### src/hw/rtl/phsd_pkg.sv
`timescale 1ns / 1ps

package phsd_pkg;

   // Fixed field widths of the byte stream and of the delivery record.
   localparam int unsigned SubWidth  = 4;
   localparam int unsigned OfsWidth  = 11;
   localparam int unsigned AddrWidth = 10;
   localparam int unsigned RepWidth  = 16;
   localparam int unsigned LenWidth  = 17;

   // Defaults for the top-level parameters.
   localparam int unsigned DefSubscribers = 4;
   localparam int unsigned DefMaxLen      = 1024;
   localparam int unsigned DefHdrSize     = 4;
   localparam int unsigned DefRepIdOffset = 0;

   // Parser phase, one-hot.
   typedef enum logic [2:0] {
      PH_HDR     = 3'b001,
      PH_PAYLOAD = 3'b010,
      PH_WAIT    = 3'b100
   } phase_type;

   // One input item; the lowest field sits in the lowest bits.
   typedef struct packed {
      logic                    last_flag;
      logic [SubWidth-1:0]     grant_mask;
      logic [SubWidth-1:0]     matched_mask;
      logic [7:0]              data_byte;
   } item_type;

   // One result item; the lowest field sits in the lowest bits (64 bits total).
   typedef struct packed {
      logic [SubWidth-1:0]     info_mask;
      logic [RepWidth-1:0]     info_rep_id;
      logic [OfsWidth-1:0]     info_length;
      logic                    info_valid;
      logic [7:0]              write_data;
      logic [AddrWidth-1:0]    write_address;
      logic [SubWidth-1:0]     write_enable_mask;
      logic [SubWidth-1:0]     release_mask;
      logic                    release_strobe;
      logic [SubWidth-1:0]     request_mask;
      logic                    request_strobe;
   } result_type;

endpackage

### src/hw/rtl/phsd_parser.sv
`timescale 1ns / 1ps

module phsd_parser #(
   parameter int unsigned SUBSCRIBERS   = phsd_pkg::DefSubscribers,
   parameter int unsigned MAX_LEN       = phsd_pkg::DefMaxLen,
   parameter int unsigned HDR_SIZE      = phsd_pkg::DefHdrSize,
   parameter int unsigned REP_ID_OFFSET = phsd_pkg::DefRepIdOffset
) (
   input  logic                 clock,
   input  logic                 reset,
   input  logic                 step,
   input  phsd_pkg::item_type   item,
   output phsd_pkg::result_type result
);

   localparam logic [phsd_pkg::SubWidth-1:0] SubMask =
      phsd_pkg::SubWidth'((1 << SUBSCRIBERS) - 1);
   localparam logic [phsd_pkg::OfsWidth-1:0] RepHiOfs = phsd_pkg::OfsWidth'(REP_ID_OFFSET);
   localparam logic [phsd_pkg::OfsWidth-1:0] RepLoOfs =
      phsd_pkg::OfsWidth'(REP_ID_OFFSET + 1);
   localparam logic [phsd_pkg::OfsWidth-1:0] HdrEnd   = phsd_pkg::OfsWidth'(HDR_SIZE);
   localparam logic [phsd_pkg::LenWidth-1:0] MaxLen   = phsd_pkg::LenWidth'(MAX_LEN);

   phsd_pkg::phase_type                phase_ff, phase_in;
   logic [phsd_pkg::OfsWidth-1:0]      offset_ff, offset_in;
   logic [phsd_pkg::RepWidth-1:0]      rep_id_ff, rep_id_in;

   logic [phsd_pkg::SubWidth-1:0]      matched;
   logic [phsd_pkg::SubWidth-1:0]      grant;
   logic [phsd_pkg::SubWidth-1:0]      deliver;
   logic [phsd_pkg::OfsWidth-1:0]      offset_inc;

   assign matched    = item.matched_mask & SubMask;
   assign grant      = item.grant_mask & SubMask;
   assign deliver    = matched & grant;
   assign offset_inc = offset_ff + phsd_pkg::OfsWidth'(1);

   // Result and next state for the item at hand.
   always_comb begin
      result    = '0;
      phase_in  = phase_ff;
      offset_in = offset_ff;
      rep_id_in = rep_id_ff;
      case (phase_ff)
         phsd_pkg::PH_HDR: begin
            // Big-endian rep id: high byte first, then the low byte.
            if (offset_ff == RepHiOfs) begin
               rep_id_in = {item.data_byte, 8'h00};
            end else if (offset_ff == RepLoOfs) begin
               rep_id_in = {rep_id_ff[15:8], rep_id_ff[7:0] | item.data_byte};
            end
            if (offset_ff == '0) begin
               result.request_strobe = 1'b1;
               result.request_mask   = matched;
            end
            offset_in = offset_inc;
            if (offset_inc == HdrEnd) begin
               offset_in = '0;
               phase_in  = (deliver != '0) ? phsd_pkg::PH_PAYLOAD : phsd_pkg::PH_WAIT;
            end
         end
         phsd_pkg::PH_PAYLOAD: begin
            if (deliver != '0) begin
               result.write_enable_mask = deliver;
               result.write_address     = offset_ff[phsd_pkg::AddrWidth-1:0];
               result.write_data        = item.data_byte;
            end
            offset_in = offset_inc;
            // Delivery ends at the end flag or at the length limit.
            if (item.last_flag ||
                {{(phsd_pkg::LenWidth-phsd_pkg::OfsWidth){1'b0}}, offset_inc} == MaxLen) begin
               result.release_strobe = 1'b1;
               result.release_mask   = grant;
               result.info_valid     = 1'b1;
               result.info_length    = offset_inc;
               result.info_rep_id    = rep_id_ff;
               result.info_mask      = deliver;
               phase_in              = phsd_pkg::PH_WAIT;
            end
         end
         default: begin
            // Waiting for the end of the message; nothing is written.
         end
      endcase
      // The end flag always releases the grant and restarts the parser.
      if (item.last_flag) begin
         result.release_strobe = 1'b1;
         result.release_mask   = grant;
         phase_in              = phsd_pkg::PH_HDR;
         offset_in             = '0;
      end
   end

   always_ff @(posedge clock) begin
      if (reset) begin
         phase_ff  <= phsd_pkg::PH_HDR;
         offset_ff <= '0;
         rep_id_ff <= '0;
      end else if (step) begin
         phase_ff  <= phase_in;
         offset_ff <= offset_in;
         rep_id_ff <= rep_id_in;
      end
   end

endmodule

### src/hw/rtl/payload_header_strip_and_deliver.sv
`timescale 1ns / 1ps

// Channel   Ports                              Contents
// -------   --------------------------------   ----------------------------------------
// request   req_tvalid/tready/tdata/tlast      one message byte with masks, end in tlast
// response  rsp_tvalid/tready/tdata            one delivery result per byte item
//
// Each item is first held in an input register and then moves on to the result
// register, where its result is presented; one item per clock is sustained while
// rsp_tready stays high. The parser state advances when an item moves from the
// input register into the result register. When the response side stalls, both
// registers fill and req_tready drops.
// Synchronous reset empties both registers and returns the parser to the header phase.

module payload_header_strip_and_deliver #(
   parameter int unsigned SUBSCRIBERS   = phsd_pkg::DefSubscribers,
   parameter int unsigned MAX_LEN       = phsd_pkg::DefMaxLen,
   parameter int unsigned HDR_SIZE      = phsd_pkg::DefHdrSize,
   parameter int unsigned REP_ID_OFFSET = phsd_pkg::DefRepIdOffset
) (
   input  logic        clock,
   input  logic        reset,
   input  logic        req_tvalid,
   output logic        req_tready,
   // data_byte[7:0], matched_mask[11:8], grant_mask[15:12]
   input  logic [15:0] req_tdata,
   input  logic        req_tlast,
   output logic        rsp_tvalid,
   input  logic        rsp_tready,
   // request_strobe[0], request_mask[4:1], release_strobe[5], release_mask[9:6],
   // write_enable_mask[13:10], write_address[23:14], write_data[31:24],
   // info_valid[32], info_length[43:33], info_rep_id[59:44], info_mask[63:60]
   output logic [63:0] rsp_tdata
);

   logic                 in_valid_ff;
   phsd_pkg::item_type   in_item_ff;
   logic                 out_valid_ff;
   phsd_pkg::result_type out_data_ff;
   phsd_pkg::result_type result;
   logic                 advance;

   // The input register moves on whenever the result register is free or draining.
   assign advance    = in_valid_ff && (!out_valid_ff || rsp_tready);
   assign req_tready = !in_valid_ff || advance;
   assign rsp_tvalid = out_valid_ff;
   assign rsp_tdata  = out_data_ff;

   phsd_parser #(
      .SUBSCRIBERS   (SUBSCRIBERS),
      .MAX_LEN       (MAX_LEN),
      .HDR_SIZE      (HDR_SIZE),
      .REP_ID_OFFSET (REP_ID_OFFSET)
   ) u_parser (
      .clock  (clock),
      .reset  (reset),
      .step   (advance),
      .item   (in_item_ff),
      .result (result)
   );

   // Input register control.
   always_ff @(posedge clock) begin
      if (reset) begin
         in_valid_ff <= 1'b0;
      end else if (req_tready) begin
         in_valid_ff <= req_tvalid;
      end
   end

   // Input register payload.
   always_ff @(posedge clock) begin
      if (req_tvalid && req_tready) begin
         in_item_ff <= {req_tlast, req_tdata};
      end
   end

   // Result register control.
   always_ff @(posedge clock) begin
      if (reset) begin
         out_valid_ff <= 1'b0;
      end else if (advance) begin
         out_valid_ff <= 1'b1;
      end else if (rsp_tready) begin
         out_valid_ff <= 1'b0;
      end
   end

   // Result register payload.
   always_ff @(posedge clock) begin
      if (advance) begin
         out_data_ff <= result;
      end
   end

endmodule
### config.mk
export PLATFORM = sky130hd
export DESIGN_NAME = payload_header_strip_and_deliver
export DESIGN_NICKNAME = d
export VERILOG_FILES = /design/src/hw/rtl/phsd_pkg.sv /design/src/hw/rtl/phsd_parser.sv /design/src/hw/rtl/payload_header_strip_and_deliver.sv
export SDC_FILE = /design/constraint.sdc
export NUM_CORES = 1
export LEC_CHECK = 0
export BUFFER_PORTS_ARGS = -buffer_cell sky130_fd_sc_hd__buf_2
export CORE_MARGIN = 3
export CORE_UTILIZATION = 28
export DETAILED_ROUTE_END_ITERATION = 12
export GPL_ROUTABILITY_DRIVEN = 0
export GPL_TIMING_DRIVEN = 0
export SETUP_SLACK_MARGIN = 0.05
export SLEW_MARGIN = 5
export SYNTH_ARGS = -nofsm -noshare
export SYNTH_HDL_FRONTEND = slang
export SYNTH_HIERARCHICAL = 1
export SYNTH_SLANG_ARGS = --single-unit
### constraint.sdc
create_clock -name clock -period 4.1 [get_ports clock]
set_input_delay 0.82 -clock clock [delete_from_list [all_inputs] [get_ports clock]]
set_output_delay 0.82 -clock clock [all_outputs]
set_load 0.01 [all_outputs]
# After elaboration in Yosys (flattened, before gate mapping)
# Cells that the tools add are included.
# Widths: inputs -> output; s select.
[classes] addsub=1 eq_ne=7 mux=17 bitwise_logic=2 n_reduce_logical=19
[ops] cell="$mux 11" n=2
[ops] cell="$pmux 11 s2" n=1
[ops] cell="$mux 16" n=1
[ops] cell="$mux 5" n=3
[ops] cell="$mux 3" n=4
[ops] cell="$add 11x1->11 const B" n=1
[ops] cell="$eq 11x1->1 const B" n=1
[ops] cell="$eq 11x11->1 const B" n=1
[ops] cell="$eq 11x3->1 const B" n=1
[ops] cell="$logic_not 11->1" n=1
[ops] cell="$mux 8" n=1
[ops] cell="$or 8x8->8" n=1
[ops] cell="$reduce_and 2->1" n=4
[ops] cell="$ne 3x2->1 const B" n=2
[ops] cell="$pmux 3 s2" n=1
[ops] cell="$reduce_and 3->1" n=2
[ops] cell="$and 4x4->4" n=1
[ops] cell="$mux 1" n=4
[ops] cell="$reduce_and 4->1" n=1
[ops] cell="$reduce_bool 2->1" n=2
[ops] cell="$reduce_bool 4->1" n=1
[ops] cell="$eq 3x1->1 const B" n=1
[ops] cell="$eq 3x2->1 const B" n=1
[ops] cell="$logic_or 1x1->1" n=3
[ops] cell="3 further kinds" n=5
[totals] regBits=113 inputBits=21 out_inout_bits=66 wordCells=67

# Logic depth before layout (Yosys ltp)
[logic_depth] ltp_word=6 mapped_depth=10 mapped_depth_nobuf=8

# By module
# Netlist, hierarchy kept.
[by_module_without_submodules] module="payload_header_strip_and_deliver" n_inst=1 cells_per_inst=91 area_each_um2=2536.2
[by_module_without_submodules] module="phsd_parser" n_inst=1 cells_per_inst=296 area_each_um2=2089.5

# Least setup slack after synthesis
# No wires, ideal clock.
[synth_timing] path_kind="input to register" startpoint="input rsp_tready" endpoint="register u_parser/offset_ff[7] (netlist bit)" setup_ps=70 arrival_ps=2846 slack_ps=1184 path_stages=7 n_path_buf=1 cell_sequence="nand2b_1 -> and2_2 -> o21ai_0 -> clkbuf_1 -> nor4_1 -> o21ai_0 -> a21oi_1"
[synth_between] elab_chain_cells=3
[synth_rtl] element="start, declared" line_no="payload_header_strip_and_deliver.sv:29" text="input logic rsp_tready,"
[synth_rtl] element="$logic_or 1x1->1" line_no="payload_header_strip_and_deliver.sv:44" text="assign advance = in_valid_ff && (!out_valid_ff || rsp_tready);"
[synth_rtl] element="$logic_and 1x1->1" line_no="payload_header_strip_and_deliver.sv:44"
[synth_rtl] element="net advance" line_no="payload_header_strip_and_deliver.sv:41" text="logic advance;"
[synth_rtl] element="$reduce_and 2->1 (no line)"
[synth_rtl] element="end signal, assigned" line_no="phsd_parser.sv:101" text="offset_ff <= offset_in;"
[synth_rtl] element="end, declared" line_no="phsd_parser.sv:25" text="logic [phsd_pkg::OfsWidth-1:0] offset_ff, offset_in;"
# The timed path passes the listed nets, and every way through them passes these cells.
# A chain may end at the register's enable or synchronous reset.

# Worst setup path after layout
[layout_timing] startpoint="register u_parser/offset_ff[1] (netlist bit)" endpoint="register out_data_ff, in the netlist rsp_tdata[56] (data pin)"
[layout_between] elab_chain_cells=4
[layout_rtl] element="$add 11x1->11" line_no="phsd_parser.sv:36" text="assign offset_inc = offset_ff + phsd_pkg::OfsWidth'(1);"
[layout_rtl] element="$eq 11x11->1" line_no="phsd_parser.sv:71" text="{{(phsd_pkg::LenWidth-phsd_pkg::OfsWidth){1'b0}}, offset_inc} == MaxLen) begin"
[layout_rtl] element="$logic_or 1x1->1" line_no="phsd_parser.sv:70" text="if (item.last_flag ||"
[layout_rtl] element="$reduce_and 2->1 (no line)"
[layout_rtl] element="end signal, assigned" line_no="payload_header_strip_and_deliver.sv:92" text="out_data_ff <= result;"
[layout_rtl] element="end, declared" line_no="payload_header_strip_and_deliver.sv:39" text="phsd_pkg::result_type out_data_ff;"
# Every way passes these cells.

==> run_results.csv <==
group,metric,value,unit
global_route,grt.overflow.total,0,
finish,post_layout_nonfiller_instances,721,
clock_network,clock_path_buffers,2,
setup_path,worstPathBufferInverterCount,3,
power_and_ir_drop,cellLeakagePower,2.21,nW
clock_network,postCtsHoldBufs,0,
sta,min_period_over_period,0.684,
synthesis,post_synth.cell_area_avg,12.0,µm²
sta,fmax,357,MHz
global_route,global_route_wire_length_before_repair,16500,µm
routing,vias_per_cell,4.48,
die,die_width,135,µm
clock_network,postCtsSetupBuffers,0,
sta,finalHoldViolCount,0,
power_and_ir_drop,intPower,0.00220,W
setup_path,timing.critical_path.slowest_stage_cell,"sky130_fd_sc_hd__dfxtp_1",
setup_path,crit_path_start_kind,"register",
global_route,vias_in_the_first_global_route,3164,
synthesis,synth_flop_cell,"sky130_fd_sc_hd__edfxtp_1",
synthesis,synthArstFlopShare,0,
clock_network,clock_sink_count,113,
sta,final.min_clock_period,2800,ps
outcome,outcome,"complete, no violations",
setup_path,setup.worst_path.class,"register to register",
sta,worst_slew_margin_rel,0.405,
power_and_ir_drop,power.clock.fraction,0.485,
global_route,number_of_antenna_violations_at_the_first_check_in_global_routing,0,
routing,drt_pass1_iterations,4,
synthesis,yosysWarnings,6,
finish,final_net_count,517,
die,die_h,135,µm
sta,clock-skew-final,7.48,ps
synthesis,synth_nets,412,
setup_path,regToRegSetupSlack,1300,ps
setup_path,largest_fanout_of_any_net_on_the_critical_path,10,
sta,timing.setup.tns,0,ps
synthesis,yosys-top-cells-area,"sky130_fd_sc_hd__edfxtp_1 (53%), sky130_fd_sc_hd__dfxtp_1 (14%), sky130_fd_sc_hd__and2_1 (5.7%), sky130_fd_sc_hd__nor2_1 (3.6%), sky130_fd_sc_hd__a21oi_1 (2.9%)",
clock_network,htree_levels,4,
die,std_cell_rows,46,
die,core-area,16000,µm²
job,maxCapViolations,0,
sta,worstMarginPinSlew,892,ps
power_and_ir_drop,irDropWorstVdd,0.282,mV
setup_path,slowest_delay,550,ps
die,boundaryPins,87,
routing,detail_route.iter0.violations,202,
power_and_ir_drop,power.share.switching,0.214,
place,pre_cts_ws,839,ps
sta,timing.final.max_slew_violations,0,
power_and_ir_drop,proportion_of_power_drawn_by_flip_flops_and_latches,0.464,
clock_network,cts_buffers,17,
setup_path,critical_path_required,4370,ps
routing,drt.antenna.violating_nets,0,
synthesis,netlist.top_cell.by_area,"sky130_fd_sc_hd__edfxtp_1",
clock_network,root_buffer,"sky130_fd_sc_hd__clkbuf_16",
synthesis,syn_area,4630,µm²
global_route,grt_max_degree,68,
routing,route.detailed.drc,0,
sta,final.hold.worst_slack,454,ps
setup_path,cp_data_arrival_time,3080,ps
clock_network,path_clk_slew,50,ps
routing,postRouteWirelength,10500,µm
clock_network,clock_latency_of_the_later_clocked_register_in_the_worst_skew_pair,410,ps
sta,grt_setup_unrepaired,"no",
setup_path,path_delay_family,"compound AO/OA/AOI/OAI gates",
routing,num_vias,3232,
finish,antenna_cells,0,
power_and_ir_drop,cellPowerDensity,475,nW/µm²
place,place_hpwl,7400,µm
die,fp.dieArea,18100,µm²
min_path,hold_path.class,"register to register",
sta,fin_ws,1300,ps
clock_network,cts_tree,"built",
synthesis,ys_types,48,
synthesis,synth-seq-area-share,0.664,
finish,area.growth.synth_to_final,27.1,%
global_route,groute.usage.overall,0.120,
finish,final_common_cell,"sky130_fd_sc_hd__buf_2",
finish,layout_common_cells,"sky130_fd_sc_hd__buf_2 (93), sky130_fd_sc_hd__edfxtp_1 (81), sky130_fd_sc_hd__nor2_1 (44)",
power_and_ir_drop,combPwrFrac,0.052,
routing,route.detailed.wl_per_inst,14.6,µm
setup_path,worst_setup_path_end_kind,"register",
synthesis,yosysTopAreaCellShare,0.526,
clock_network,post_cts_sizing,0,
synthesis,postSynthCellCount,387,
finish,layout.core_utilization,0.367,
place,io_buffer_count,86,
die,initial_core_util,0.289,
place,place_inst,689,
synthesis,synth-edff-count,81,
finish,layout-drive-gt1-share,0.261,
setup_path,timing.critical_path.cells,"ha_1, clkbuf_1, nand4_1, a2bb2oi_1, a2111oi_4, nand3_2, a21o_4, inv_4, buf_6, and2_1",
power_and_ir_drop,power.net_switching,0.000597,W
synthesis,synth_seq_cells,113,
sta,setup_viol,0,
-- logic make-up (layout without fill, tap and decap cells) --
family                     after synthesis  after routing  share of synthesized area
xor gates and xnor gates                 6              6                     0.0114
buffers and inverters                   33            151                     0.0308
muxes                                    2              2                    0.00433
DFF                                    113            113                      0.664
and+or+nand+nor                        173            173                      0.197
adders and majority gates                4              4                     0.0108
AOI/OAI and AO/OA                       56             56                     0.0817
-- path summary, 6_finish.rpt --
kind / startpoint / to / cells after the start
hold reg to reg: u_parser/rep_id_ff[11] / u_parser/rep_id_ff[11] / 2
hold / removal: u_parser/rep_id_ff[11] / u_parser/rep_id_ff[11] / 2
setup / recovery: u_parser/offset_ff[1] / rsp_tdata[56] / 10
setup reg to reg: u_parser/offset_ff[1] / rsp_tdata[56] / 10
-- state kept, by name (all words and copies together), names as in the netlist --
signal              cells
rsp_tvalid              1
u_parser/phase_ff       3
in_item_ff             17
rsp_tdata              64
u_parser/offset_ff     11
in_valid_ff             1
u_parser/rep_id_ff     16
-- routing by layer --
metal	GRT usage	routed length, µm	up-vias
li1	-	-	1576
met1	0.148	4710	1533
met2	0.189	5020	114
met3	0.0361	659	9
met4	0.0656	134	0
met5	0	0	-
-- synth_stat cells (all sizes together), types with 2 or more instances --
cell type	instances
nor2	44
clkbuf	14
nand4	4
or2	2
nor3b	3
nand3b	5
nand2b	6
nor3	10
a311oi	2
a31oi	3
nor4	2
and4	2
nand2	28
and3	2
xor2	3
nor2b	3
and2	44
ha	4
nand3	17
buf	9
xnor2	3
a41o	2
inv	10
dfxtp	32
mux2i	2
edfxtp	81
a21oi	28
a22oi	2
o21ai	11
-- power groups by stage --
stage / logic [W] / registers, W / clock network [W]
floorplan: 0.0000698 / 0.00133 / 0
global placement: 0.000142 / 0.00132 / 0
detailed placement: 0.000145 / 0.00132 / 0
CTS: 0.000146 / 0.00130 / 0.00139
global route: 0.000160 / 0.00130 / 0.00144
finish: 0.000144 / 0.00130 / 0.00135
-- cell type report --
| type | instances | area, µm² |
|---|---|---|
| Fill cell | 1605 | 10100 |
| Sequential cell | 113 | 3070 |
| Multi-Input combinational cell | 241 | 1410 |
| Timing Repair Buffer | 86 | 430 |
| Clock buffer | 18 | 429 |
| Tap cell | 216 | 270 |
| Clock inverter | 14 | 123 |
| Buffer | 23 | 103 |
| Inverter | 10 | 40.0 |
-- tightest hold or removal path, cell delays in order (launching register included) --
cell	delay (ps)
sky130_fd_sc_hd__dfxtp_1	300
sky130_fd_sc_hd__nand2_1	50
sky130_fd_sc_hd__a21oi_1	50
-- metrics by stage --
| step | total power, W | instance area [µm²] |
|---|---|---|
| after floorplan | 0.00140 | 4630 |
| after global placement | 0.00146 | 5330 |
| after detailed placement | 0.00146 | 5330 |
| after CTS | 0.00283 | 5880 |
| after global routing | 0.00290 | 5880 |
| final | 0.00279 | 5880 |
No activity file was read; power rests on OpenSTA's default activity.
